==> config.mk <==
export PLATFORM = sky130hd
export DESIGN_NAME = pulse_energy_meter_flat
export DESIGN_NICKNAME = d
export VERILOG_FILES = /design/src/rtl/pem_pkg.sv /design/src/rtl/pem_if.sv /design/src/rtl/pem_div.sv /design/src/rtl/pulse_energy_meter.sv /design/src/flat_wrapper.sv
export SDC_FILE = /design/constraint.sdc
export NUM_CORES = 2
export LEC_CHECK = 0
export BUFFER_PORTS_ARGS = -buffer_cell sky130_fd_sc_hd__buf_4
export CORE_MARGIN = 8
export CORE_UTILIZATION = 45
export CTS_CLUSTER_SIZE = 24
export DETAILED_ROUTE_END_ITERATION = 10
export PLACE_DENSITY_LB_ADDON = 0.05
export RECOVER_POWER = 50
export SETUP_SLACK_MARGIN = 0.1
export SYNTH_ARGS = -nofsm -noshare
export SYNTH_HDL_FRONTEND = slang
export SYNTH_SLANG_ARGS = --single-unit
==> constraint.sdc <==
create_clock -name i_clk -period 20.6 [get_ports i_clk]
set_input_delay 1.03 -clock i_clk [delete_from_list [all_inputs] [get_ports i_clk]]
set_output_delay 1.03 -clock i_clk [all_outputs]
set_load 0.03 [all_outputs]
==> src/rtl/pem_pkg.sv <==
// shared constants and types for the pulse energy meter
`timescale 1ns / 1ps
package pem_pkg;

    // field widths
    localparam int KIND_W   = 2;
    localparam int TIME_W   = 32;
    localparam int VALUE_W  = 63;
    localparam int ENERGY_W = 63;
    localparam int POWER_W  = 59;
    localparam int CONST_W  = 32;
    localparam int SCALE_W  = 17;
    localparam int PROD_W   = TIME_W + SCALE_W;

    // divider sizing
    localparam int DIV_W = 64;
    localparam int CNT_W = $clog2(DIV_W + 1);

    // event codes
    typedef enum logic [KIND_W-1:0] {
        K_PULSE     = 2'd0,
        K_READ      = 2'd1,
        K_SET_COUNT = 2'd2,
        K_SET_CONST = 2'd3
    } t_kind;

    // meter constants
    localparam logic [CONST_W-1:0]  DEFAULT_IMPULSES = 32'd3200;
    localparam logic [SCALE_W-1:0]  ENERGY_SCALE     = 17'd100000;
    localparam logic [DIV_W-1:0]    POWER_NUM        = 64'd360000000000000000;
    localparam logic [TIME_W-1:0]   STALE_SLACK_US   = 32'd500000;
    localparam logic [ENERGY_W-1:0] ENERGY_MAX       = {ENERGY_W{1'b1}};

    // divider request and response
    typedef struct packed {
        logic             start;
        logic [DIV_W-1:0] dividend;
        logic [DIV_W-1:0] divisor;
    } t_div_req;

    typedef struct packed {
        logic             done;
        logic [DIV_W-1:0] quotient;
    } t_div_rsp;

endpackage

==> src/rtl/pem_if.sv <==
// event and result channel interfaces for the pulse energy meter
`timescale 1ns / 1ps
interface pem_evt_if;
    logic                          valid;
    logic                          ready;
    logic [pem_pkg::KIND_W-1:0]    kind;
    logic [pem_pkg::TIME_W-1:0]    now_us;
    logic [pem_pkg::VALUE_W-1:0]   value;

    modport source (output valid, kind, now_us, value, input ready);
    modport sink   (input valid, kind, now_us, value, output ready);
endinterface

interface pem_res_if;
    logic                          valid;
    logic                          ready;
    logic [pem_pkg::ENERGY_W-1:0]  energy;
    logic [pem_pkg::POWER_W-1:0]   active_power;
    logic                          power_live;

    modport source (output valid, energy, active_power, power_live, input ready);
    modport sink   (input valid, energy, active_power, power_live, output ready);
endinterface

==> src/rtl/pem_div.sv <==
// shared restoring divider, one quotient bit per cycle
`timescale 1ns / 1ps
module pem_div (
    input  logic              i_clk,
    input  logic              i_rst_n,
    input  pem_pkg::t_div_req i_req,
    output pem_pkg::t_div_rsp o_rsp
);

    logic [pem_pkg::DIV_W-1:0] r_rem;
    logic [pem_pkg::DIV_W-1:0] r_quo;
    logic [pem_pkg::DIV_W-1:0] r_dsr;
    logic [pem_pkg::CNT_W-1:0] r_cnt;
    logic                      r_done;

    logic [pem_pkg::DIV_W:0]   shifted;
    logic [pem_pkg::DIV_W:0]   diff;
    logic                      fits;

    // trial subtract of the shifted partial remainder
    always_comb begin
        shifted = {r_rem, r_quo[pem_pkg::DIV_W-1]};
        diff    = shifted - {1'b0, r_dsr};
        fits    = ~diff[pem_pkg::DIV_W];
    end

    // iteration registers
    always_ff @(posedge i_clk) begin
        if (!i_rst_n) begin
            r_cnt  <= '0;
            r_done <= 1'b0;
        end else begin
            r_done <= 1'b0;
            if (i_req.start) begin
                r_quo <= i_req.dividend;
                r_rem <= '0;
                r_dsr <= i_req.divisor;
                r_cnt <= pem_pkg::CNT_W'(pem_pkg::DIV_W);
            end else if (r_cnt != '0) begin
                r_rem <= fits ? diff[pem_pkg::DIV_W-1:0] : shifted[pem_pkg::DIV_W-1:0];
                r_quo <= {r_quo[pem_pkg::DIV_W-2:0], fits};
                r_cnt <= r_cnt - 1'b1;
                if (r_cnt == pem_pkg::CNT_W'(1)) begin
                    r_done <= 1'b1;
                end
            end
        end
    end

    assign o_rsp.done     = r_done;
    assign o_rsp.quotient = r_quo;

endmodule

==> src/rtl/pulse_energy_meter.sv <==
// top level of the pulse energy meter: event sequencer and meter state
//
//   channel   dir   modport            transfer moves
//   i_evt     in    pem_evt_if.sink    kind, now_us, value
//   o_res     out   pem_res_if.source  energy, active_power, power_live
//
// pulse, set-counter and zero set-constant events finish in idle; a read or nonzero
// set-constant uses one 64-bit restoring divider at one quotient bit per cycle: an
// energy pass for both and, only for a read with power live, a power pass
// i_evt.ready is high only while the sequencer is idle; a finished read result
// waits in the output register and new events are taken while it waits
// reset is synchronous active low and restores the meter state at once
`timescale 1ns / 1ps
module pulse_energy_meter (
    input  logic      i_clk,
    input  logic      i_rst_n,
    pem_evt_if.sink   i_evt,
    pem_res_if.source o_res
);

    typedef enum logic [2:0] {
        S_IDLE,
        S_MUL,
        S_EDIV,
        S_EWAIT,
        S_PDIV,
        S_PWAIT,
        S_OUT
    } t_state;

    t_state                          r_state,      n_state;
    logic [pem_pkg::TIME_W-1:0]      r_total,      n_total;
    logic [pem_pkg::TIME_W-1:0]      r_base_mark,  n_base_mark;
    logic [pem_pkg::TIME_W-1:0]      r_last_edge,  n_last_edge;
    logic [pem_pkg::TIME_W-1:0]      r_period,     n_period;
    logic [pem_pkg::ENERGY_W-1:0]    r_offset,     n_offset;
    logic [pem_pkg::CONST_W-1:0]     r_imp,        n_imp;
    logic                            r_edge_seen,  n_edge_seen;
    logic                            r_is_read,    n_is_read;
    logic [pem_pkg::CONST_W-1:0]     r_const,      n_const;
    logic [pem_pkg::TIME_W-1:0]      r_now,        n_now;
    logic [pem_pkg::PROD_W-1:0]      r_prod,       n_prod;
    logic [pem_pkg::DIV_W-1:0]       r_den,        n_den;
    logic                            r_live,       n_live;
    logic [pem_pkg::ENERGY_W-1:0]    r_energy,     n_energy;
    logic [pem_pkg::POWER_W-1:0]     r_power,      n_power;
    logic                            r_out_valid,  n_out_valid;
    logic [pem_pkg::ENERGY_W-1:0]    r_out_energy, n_out_energy;
    logic [pem_pkg::POWER_W-1:0]     r_out_power,  n_out_power;
    logic                            r_out_live,   n_out_live;

    logic                            evt_accept;
    logic [pem_pkg::TIME_W-1:0]      pulses;
    logic [pem_pkg::TIME_W-1:0]      age;
    logic [pem_pkg::TIME_W-1:0]      limit;
    logic [pem_pkg::DIV_W-1:0]       energy_sum;
    logic [pem_pkg::ENERGY_W-1:0]    energy_sat;

    pem_pkg::t_div_req               div_req;
    pem_pkg::t_div_rsp               div_rsp;

    // shared divider
    pem_div u_div (
        .i_clk   (i_clk),
        .i_rst_n (i_rst_n),
        .i_req   (div_req),
        .o_rsp   (div_rsp)
    );

    // divider operands by phase
    always_comb begin
        div_req.start    = (r_state == S_EDIV) || (r_state == S_PDIV);
        div_req.dividend = (r_state == S_EDIV)
                         ? {{(pem_pkg::DIV_W - pem_pkg::PROD_W){1'b0}}, r_prod}
                         : pem_pkg::POWER_NUM;
        div_req.divisor  = (r_state == S_EDIV)
                         ? {{(pem_pkg::DIV_W - pem_pkg::CONST_W){1'b0}}, r_imp}
                         : r_den;
    end

    // datapath terms
    always_comb begin
        evt_accept = i_evt.valid && (r_state == S_IDLE);
        pulses     = r_total - r_base_mark;
        age        = r_now - r_last_edge;
        limit      = r_period + {r_period[pem_pkg::TIME_W-2:0], 1'b0}
                   + pem_pkg::STALE_SLACK_US;
        energy_sum = {1'b0, r_offset}
                   + {{(pem_pkg::DIV_W - pem_pkg::PROD_W){1'b0}},
                      div_rsp.quotient[pem_pkg::PROD_W-1:0]};
        energy_sat = energy_sum[pem_pkg::DIV_W-1] ? pem_pkg::ENERGY_MAX
                                                  : energy_sum[pem_pkg::ENERGY_W-1:0];
    end

    // sequencer next state
    always_comb begin
        n_state      = r_state;
        n_total      = r_total;
        n_base_mark  = r_base_mark;
        n_last_edge  = r_last_edge;
        n_period     = r_period;
        n_offset     = r_offset;
        n_imp        = r_imp;
        n_edge_seen  = r_edge_seen;
        n_is_read    = r_is_read;
        n_const      = r_const;
        n_now        = r_now;
        n_prod       = r_prod;
        n_den        = r_den;
        n_live       = r_live;
        n_energy     = r_energy;
        n_power      = r_power;
        n_out_valid  = r_out_valid;
        n_out_energy = r_out_energy;
        n_out_power  = r_out_power;
        n_out_live   = r_out_live;

        // result register drains on transfer
        if (r_out_valid && o_res.ready) begin
            n_out_valid = 1'b0;
        end

        case (r_state)
            S_IDLE: begin
                if (evt_accept) begin
                    case (pem_pkg::t_kind'(i_evt.kind))
                        pem_pkg::K_PULSE: begin
                            if (r_edge_seen) begin
                                n_period = i_evt.now_us - r_last_edge;
                            end
                            n_last_edge = i_evt.now_us;
                            n_edge_seen = 1'b1;
                            n_total     = r_total + 1'b1;
                        end
                        pem_pkg::K_READ: begin
                            n_now     = i_evt.now_us;
                            n_is_read = 1'b1;
                            n_state   = S_MUL;
                        end
                        pem_pkg::K_SET_COUNT: begin
                            n_base_mark = r_total;
                            n_offset    = i_evt.value;
                        end
                        pem_pkg::K_SET_CONST: begin
                            if (i_evt.value[pem_pkg::CONST_W-1:0] != '0) begin
                                n_const   = i_evt.value[pem_pkg::CONST_W-1:0];
                                n_is_read = 1'b0;
                                n_state   = S_MUL;
                            end
                        end
                        default: begin
                            n_state = S_IDLE;
                        end
                    endcase
                end
            end
            S_MUL: begin
                // scaled pulse count, power denominator, staleness check
                n_prod  = {{pem_pkg::SCALE_W{1'b0}}, pulses}
                        * {{pem_pkg::TIME_W{1'b0}}, pem_pkg::ENERGY_SCALE};
                n_den   = {{pem_pkg::TIME_W{1'b0}}, r_imp}
                        * {{pem_pkg::CONST_W{1'b0}}, r_period};
                n_live  = (r_period != '0) && (age < limit);
                n_state = S_EDIV;
            end
            S_EDIV: begin
                n_state = S_EWAIT;
            end
            S_EWAIT: begin
                if (div_rsp.done) begin
                    n_energy = energy_sat;
                    if (r_is_read) begin
                        if (r_live) begin
                            n_state = S_PDIV;
                        end else begin
                            n_power = '0;
                            n_state = S_OUT;
                        end
                    end else begin
                        // fold accrued energy into the base, then switch constant
                        n_offset    = energy_sat;
                        n_base_mark = r_total;
                        n_imp       = r_const;
                        n_state     = S_IDLE;
                    end
                end
            end
            S_PDIV: begin
                n_state = S_PWAIT;
            end
            S_PWAIT: begin
                if (div_rsp.done) begin
                    n_power = div_rsp.quotient[pem_pkg::POWER_W-1:0];
                    n_state = S_OUT;
                end
            end
            S_OUT: begin
                if (!r_out_valid || o_res.ready) begin
                    n_out_valid  = 1'b1;
                    n_out_energy = r_energy;
                    n_out_power  = r_power;
                    n_out_live   = r_live;
                    n_state      = S_IDLE;
                end
            end
            default: begin
                n_state = S_IDLE;
            end
        endcase
    end

    // state and registered outputs
    always_ff @(posedge i_clk) begin
        if (!i_rst_n) begin
            r_state     <= S_IDLE;
            r_total     <= '0;
            r_base_mark <= '0;
            r_last_edge <= '0;
            r_period    <= '0;
            r_offset    <= '0;
            r_imp       <= pem_pkg::DEFAULT_IMPULSES;
            r_edge_seen <= 1'b0;
            r_out_valid <= 1'b0;
        end else begin
            r_state      <= n_state;
            r_total      <= n_total;
            r_base_mark  <= n_base_mark;
            r_last_edge  <= n_last_edge;
            r_period     <= n_period;
            r_offset     <= n_offset;
            r_imp        <= n_imp;
            r_edge_seen  <= n_edge_seen;
            r_out_valid  <= n_out_valid;
            r_is_read    <= n_is_read;
            r_const      <= n_const;
            r_now        <= n_now;
            r_prod       <= n_prod;
            r_den        <= n_den;
            r_live       <= n_live;
            r_energy     <= n_energy;
            r_power      <= n_power;
            r_out_energy <= n_out_energy;
            r_out_power  <= n_out_power;
            r_out_live   <= n_out_live;
        end
    end

    // channel outputs
    assign i_evt.ready        = (r_state == S_IDLE);
    assign o_res.valid        = r_out_valid;
    assign o_res.energy       = r_out_energy;
    assign o_res.active_power = r_out_power;
    assign o_res.power_live   = r_out_live;

endmodule

==> src/flat_wrapper.sv <==
// flat-port wrapper written by rule: the top's interface ports become plain ports
module pulse_energy_meter_flat 
  (i_clk, i_rst_n, i_evt_valid, i_evt_kind, i_evt_now_us, i_evt_value, i_evt_ready, o_res_valid, o_res_energy, o_res_active_power, o_res_power_live, o_res_ready);
  pem_evt_if i_evt_i ();
  pem_res_if o_res_i ();
  input  logic i_clk;
  input  logic i_rst_n;
  input wire logic [$bits(i_evt_i.valid)-1:0] i_evt_valid;
  input wire logic [$bits(i_evt_i.kind)-1:0] i_evt_kind;
  input wire logic [$bits(i_evt_i.now_us)-1:0] i_evt_now_us;
  input wire logic [$bits(i_evt_i.value)-1:0] i_evt_value;
  output wire logic [$bits(i_evt_i.ready)-1:0] i_evt_ready;
  output wire logic [$bits(o_res_i.valid)-1:0] o_res_valid;
  output wire logic [$bits(o_res_i.energy)-1:0] o_res_energy;
  output wire logic [$bits(o_res_i.active_power)-1:0] o_res_active_power;
  output wire logic [$bits(o_res_i.power_live)-1:0] o_res_power_live;
  input wire logic [$bits(o_res_i.ready)-1:0] o_res_ready;
  assign i_evt_i.valid = i_evt_valid;
  assign i_evt_i.kind = i_evt_kind;
  assign i_evt_i.now_us = i_evt_now_us;
  assign i_evt_i.value = i_evt_value;
  assign i_evt_ready = i_evt_i.ready;
  assign o_res_valid = o_res_i.valid;
  assign o_res_energy = o_res_i.energy;
  assign o_res_active_power = o_res_i.active_power;
  assign o_res_power_live = o_res_i.power_live;
  assign o_res_i.ready = o_res_ready;
  pulse_energy_meter u_core (.i_clk(i_clk), .i_rst_n(i_rst_n), .i_evt(i_evt_i), .o_res(o_res_i));
endmodule
# --- After elaboration in Yosys (flattened, before gate mapping) ---
# Cells that the tools add are included.
word_totals:
  register_bits: 847
  inputBits: 101
  out_inout_bits: 125
  wordCells: 134
classes:
  n_addsub: 9
  multipliers: 2
  order_cmp: 1
  eq_ne: 21
  n_mux: 39
  n_bitwise: 4
  reduce_logical: 31
ops:
  columns: ["op", "count"]
  rows:
  - ["$mux 63", 5]
  - ["$mux 59", 5]
  - ["$mux 64", 4]
  - ["$mux 32", 5]
  - ["$pmux 63 s2", 1]
  - ["$pmux 59 s2", 1]
  - ["$sub 32x32->32", 3]
  - ["$sub 65x64->65", 1]
  - ["$add 63x49->64", 1]
  - ["$mul 32x32->64", 1]
  - ["$pmux 32 s2", 1]
  - ["$reduce_bool 32->1", 2]
  - ["$mul 32x12->44 const B", 1]
  - ["$add 32x1->32 const B", 1]
  - ["$add 32x19->32 const B", 1]
  - ["$add 32x32->32", 1]
  - ["$lt 32x32->1", 1]
  - ["$pmux 3 s7", 1]
  - ["$mux 3", 6]
  - ["$reduce_and 5->1", 3]
  - ["$mux 7", 2]
  - ["$reduce_and 3->1", 4]
  - ["$reduce_and 6->1", 2]
  - ["$ne 2x1->1 const B", 5]
  - ["other kinds (26)", 49]

# --- Logic depth before layout (Yosys ltp) ---
logic_depth:
  word_depth: 5
  ltp_mapped: 34
  depth_no_buf: 34

# --- Hierarchy ---
# Synthesis repeated with hierarchy kept, for this count alone.
hier_totals:
  cells_unflattened: 8903
  area_unflattened_um2: 86020.0
modules_own_cells:
  columns: ["module", "n_inst", "cells_each", "area_per_inst_um2", "seq_area_each_um2"]
  rows:
  - ["pulse_energy_meter", 1, 7760, 74042.3, 17146.4]
  - ["pem_div", 1, 1143, 11977.7, 5925.7]

# --- Least setup slack after synthesis ---
# No wires, ideal clock.
synth_path:
  kind: "in2reg"
  startpoint: "in i_rst_n"
  endpoint: "reg u_core.u_div.r_quo[0] (netlist bit), enable pin"
  setup_time_ns: 0.691
  t_arrival_ns: 8.298
  t_required_ns: 19.909
  path_slack_ns: 11.611
  cell_stages: 5
  path_buffers: 3
  cell_sequence: "clkbuf_1 -> clkinv_1 -> clkbuf_1 -> clkbuf_1 -> a31oi_1"
synth_between:
  elab_chain_len: 1
synth_lines:
  columns: ["element", "line", "rtl"]
  rows:
  - ["start: declaration", "flat_wrapper.sv:7", "input logic i_rst_n;"]
  - ["$reduce_and 2->1 (no source line)", null, null]
  - ["end signal: assignment", "pem_div.sv:35", "r_quo <= i_req.dividend;"]
  - ["end signal: assignment", "pem_div.sv:41", "r_quo <= {r_quo[pem_pkg::DIV_W-2:0], fits};"]
  - ["end: declaration", "pem_div.sv:11", "logic [pem_pkg::DIV_W-1:0] r_quo;"]
# Every way passes these cells.
# A chain may end at the register's enable or synchronous reset.

# --- Worst setup path in the final report ---
layout_path:
  startpoint: "reg u_core.r_imp[0] (netlist bit)"
  endpoint: "reg u_core.r_den[63] (netlist bit), data pin"
layout_between:
  elab_chain_len: 1
layout_lines:
  columns: ["element", "line", "rtl"]
  rows:
  - ["start: declaration", "pulse_energy_meter.sv:37", "logic [pem_pkg::CONST_W-1:0] r_imp, n_imp;"]
  - ["start signal: assignment", "pulse_energy_meter.sv:221", "r_imp <= pem_pkg::DEFAULT_IMPULSES;"]
  - ["start signal: assignment", "pulse_energy_meter.sv:231", "r_imp <= n_imp;"]
  - ["$mul 32x32->64", "pulse_energy_meter.sv:162", "* {{pem_pkg::CONST_W{1'b0}}, r_period};"]
  - ["end signal: assignment", "pulse_energy_meter.sv:238", "r_den <= n_den;"]
  - ["end: declaration", "pulse_energy_meter.sv:43", "logic [pem_pkg::DIV_W-1:0] r_den, n_den;"]
# Every way passes these cells.

==> results.md <==
- Status: finished with violations
- Violated checks: capacitance limit, slew limit
- Leakage: 0.0412 uW
- Slew headroom: -155%
- Worst R2R Setup Slack: 10,850 ps
- Worst flop-to-flop path startpoint: u_core.r_imp[0]$_SDFFE_PN0P_
- Slowest stage delay, CP: 1710 ps
- Vias in the first global route: 64,700
- First-pass DRT Iterations: 6
- DR DRC count: 0
- Nets: 10,700
- Max stage delay cell, worst path: clkbuf_1
- GRT Util Overall: 24.2%
- Area of the core: 0.187 mm2
- Die X: 449 um
- First-pass GRT wire length: 387,000 um
- Routed WL: 249,000 um
- Synth cell count leaders: inv_1, nand2_1, fa_1, ha_1, and2_1
- Max FO, Critical Path: 33
- Max cap viols: 16
- Via density: 5.42
- Non-filler cells, final: 11,400
- Row count: 159
- Layout cells sized above 1: 3.77%
- Crit path DAT: 10,210 ps
- Synth async-reset ratio: 0%
- Main synth FF type: edfxtp_1
- Synth area leaders: fa_1, edfxtp_1, ha_1
- Inserted Clock Buffers: 98
- Fin Setup TNS: 0 ps
- Yosys reg bits: 847
- Worst slew pin tran: 3820 ps
- Area Overhead vs Synth: 7.82%
- Fillers: 17,800
- Gr ovfl total: 0
- Initial core utilization: 45.1%
- RSZ-0062 raised after global routing: no
- Worst Path Required: 21,060 ps
- Largest net degree at the start of global routing: 129
- Seq/Total Area, Yosys: 27.3%
- Vias post-DR: 62,000
- # port buffers: 225
- Initial antenna violation count: 5
- Post-DP HPWL: 192,000 um
- Antenna viol nets, final: 0
- Critical path destination: u_core.r_den[63]$_DFFE_PP_
- Worst-path clk slew: 60 ps
- Area of the multi-input gates: 0.0549 mm2
- Crit path from: u_core.r_imp[0]$_SDFFE_PN0P_
- Most frequent cell after synthesis: inv_1
- Worst hold-check path type: flop to flop
- Hold buffers post-CTS: 0
- Fin Clk Skew: 58.3 ps
- Period minus WS final: 9750 ps
- Synth area leader: fa_1
- Setup Buffers After CTS: 0
- Worst setup margin: 10,850 ps
- Ports: 226
- Routed wire per std cell: 21.8 um
- Iteration-0 DRC Markers: 3,800
- Final Cycle Share: 47.3%
- Post-synth EDFFs: 611
- Cells after synthesis: 8,840
- CTS max path bufs: 3
- Clock H-tree levels: 3
- Worst reg2reg path depth: 25
- DP Cell Count: 11,300
- Hold_sp: u_core.r_power[29]$_SDFFCE_PN0P_
- CTS tree: built
- Syn_nets: 10,700
- Die Footprint: 0.202 mm2
- Power Density: 63.1 mW/mm2
- Reg2reg end: u_core.r_den[63]$_DFFE_PP_
- Worst vdd ir: 407 uV
- Power, Total: 5750 uW
- Crit path launch type: flop
- Placement Setup Slack: 11,620 ps
- Max Transition Viols Final: 683
- Seq. cell area: 0.0231 mm2
- Endpoint class of the critical path: flop
- Root Buffer: clkbuf_16
- Library cells used by synthesis: 83
- Post-CTS resize count: 0
- Clock Latency Late Sink: 750 ps
- Worst path most repeated cell: fa_1
- Die Ht: 449 um
- Syn Area/Cell: 9.56 um2
- Clock Sinks: 847
- Post-synth top area share: 23.9%
- # setup viols final: 0
- Final hold violation count: 0
- Synthesis warning total: 0
- Mapped Area: 0.0845 mm2
- Placer Congestion: 0.918
- Fmax achieved: 103 MHz
- Kind of critical path: flop to flop
[layout by cell type (no fill, tap or decap), types with 34 or more instances in the layout]
cell | Yosys | final
nand4_1 | 75 | 75
xnor2_1 | 207 | 206
and3_1 | 54 | 54
xor2_1 | 130 | 130
and2_1 | 712 | 647
and2_0 | 0 | 65
nand2_1 | 1209 | 1208
clkbuf_16 | 0 | 99
fa_1 | 1010 | 1010
a21oi_1 | 509 | 509
dfxtp_1 | 236 | 233
o21ai_0 | 247 | 247
nor3_1 | 47 | 46
edfxtp_1 | 611 | 611
buf_4 | 0 | 126
a21o_1 | 188 | 188
a211oi_1 | 49 | 49
ha_1 | 743 | 743
nand2b_1 | 51 | 51
a31oi_1 | 64 | 62
nor2b_1 | 48 | 48
clkbuf_1 | 390 | 221
o21bai_1 | 46 | 46
o211ai_1 | 34 | 34
inv_1 | 1336 | 1336
nand3_1 | 137 | 137
o21a_1 | 54 | 54
nor2_1 | 262 | 259
[power by group]
part	total (uW)	internal (uW)	switching, uW	leakage [uW]
Combinational	1730	637	1090	0.0322
Clock	1790	1020	764	0.00158
Sequential	2240	2100	141	0.00740
[registers in the layout, indices dropped and copies added (netlist names), 7 cells and up]
| signal | flops |
|---|---|
| u_core.o_res.active_power | 59 |
| u_core.r_prod | 44 |
| u_core.r_const | 32 |
| u_core.u_div.r_dsr | 64 |
| u_core.r_energy | 63 |
| u_core.r_imp | 32 |
| u_core.o_res.energy | 63 |
| u_core.u_div.r_cnt | 7 |
| u_core.r_last_edge | 32 |
| u_core.r_total | 32 |
| u_core.r_power | 59 |
| u_core.r_den | 64 |
| u_core.u_div.r_rem | 64 |
| u_core.r_period | 32 |
| u_core.u_div.r_quo | 64 |
| u_core.r_offset | 63 |
| u_core.r_base_mark | 32 |
| u_core.r_now | 32 |
[cells by family after synthesis]
logic type | count (synthesis) | share of synthesized area, %
adder cells (fa/ha/maj) | 1753 | 34.9
AND/OR/NAND/NOR | 2706 | 15.5
XOR/XNOR | 338 | 3.52
AO/OA/AOI/OAI | 1438 | 10.8
buffers and inverters | 1751 | 7.85
flip-flops | 847 | 27.3
multiplexers | 7 | 0.0873
[per-stage QoR]
step	cell area, um2	util [%]	hold slack [ps]
after floorplan	84500	-	400
after global placement	88600	47.3	402
after detailed placement	88600	47.3	405
after CTS	91900	49.1	382
after global routing	91100	48.7	416
final	91100	48.7	410
[how the worst min path moves through the flow]
| stage | to | slack, ps | cells past startpoint |
|---|---|---|---|
| finish | u_core.o_res.active_power[29]$_DFFE_PP_ | 410 | 0 |
| global route | u_core.o_res.active_power[29]$_DFFE_PP_ | 420 | 0 |
| CTS | u_core.r_now[25]$_DFFE_PP_ | 380 | 1 |
| detailed placement | u_core.o_res.active_power[16]$_DFFE_PP_ | 400 | 0 |
| global placement | u_core.o_res.active_power[1]$_DFFE_PP_ | 400 | 0 |
| floorplan | u_core.o_res.active_power[0]$_DFFE_PP_ | 400 | 0 |
[critical path: cells and delay by family (launching register included)]
family	cells	cell delay [ps]
flops	1	320
buf+inv	4	1850
compound gates	8	2440
simple gates	4	870
fa+ha+maj	9	3900
[routing by layer]
layer	GRT usage [%]	wire length, um	part of all wire, %
met5	0	14	0.0056
met1	32.8	111000	45
met4	6.34	7200	2.9
met2	41.6	121000	49
met3	2.60	9870	4.0
[area by class of cell]
class / instances / area share [%]
Multi-Input combinational cell: 6242 / 60.2
Sequential cell: 847 / 25.3
Inverter: 1337 / 5.51
Tap cell: 2495 / 3.43
Clock buffer: 122 / 2.86
Timing Repair Buffer: 329 / 1.89
Clock inverter: 62 / 0.746
Antenna cell: 2 / 0.00549
Note: power is estimated with default switching activity, not from simulation.
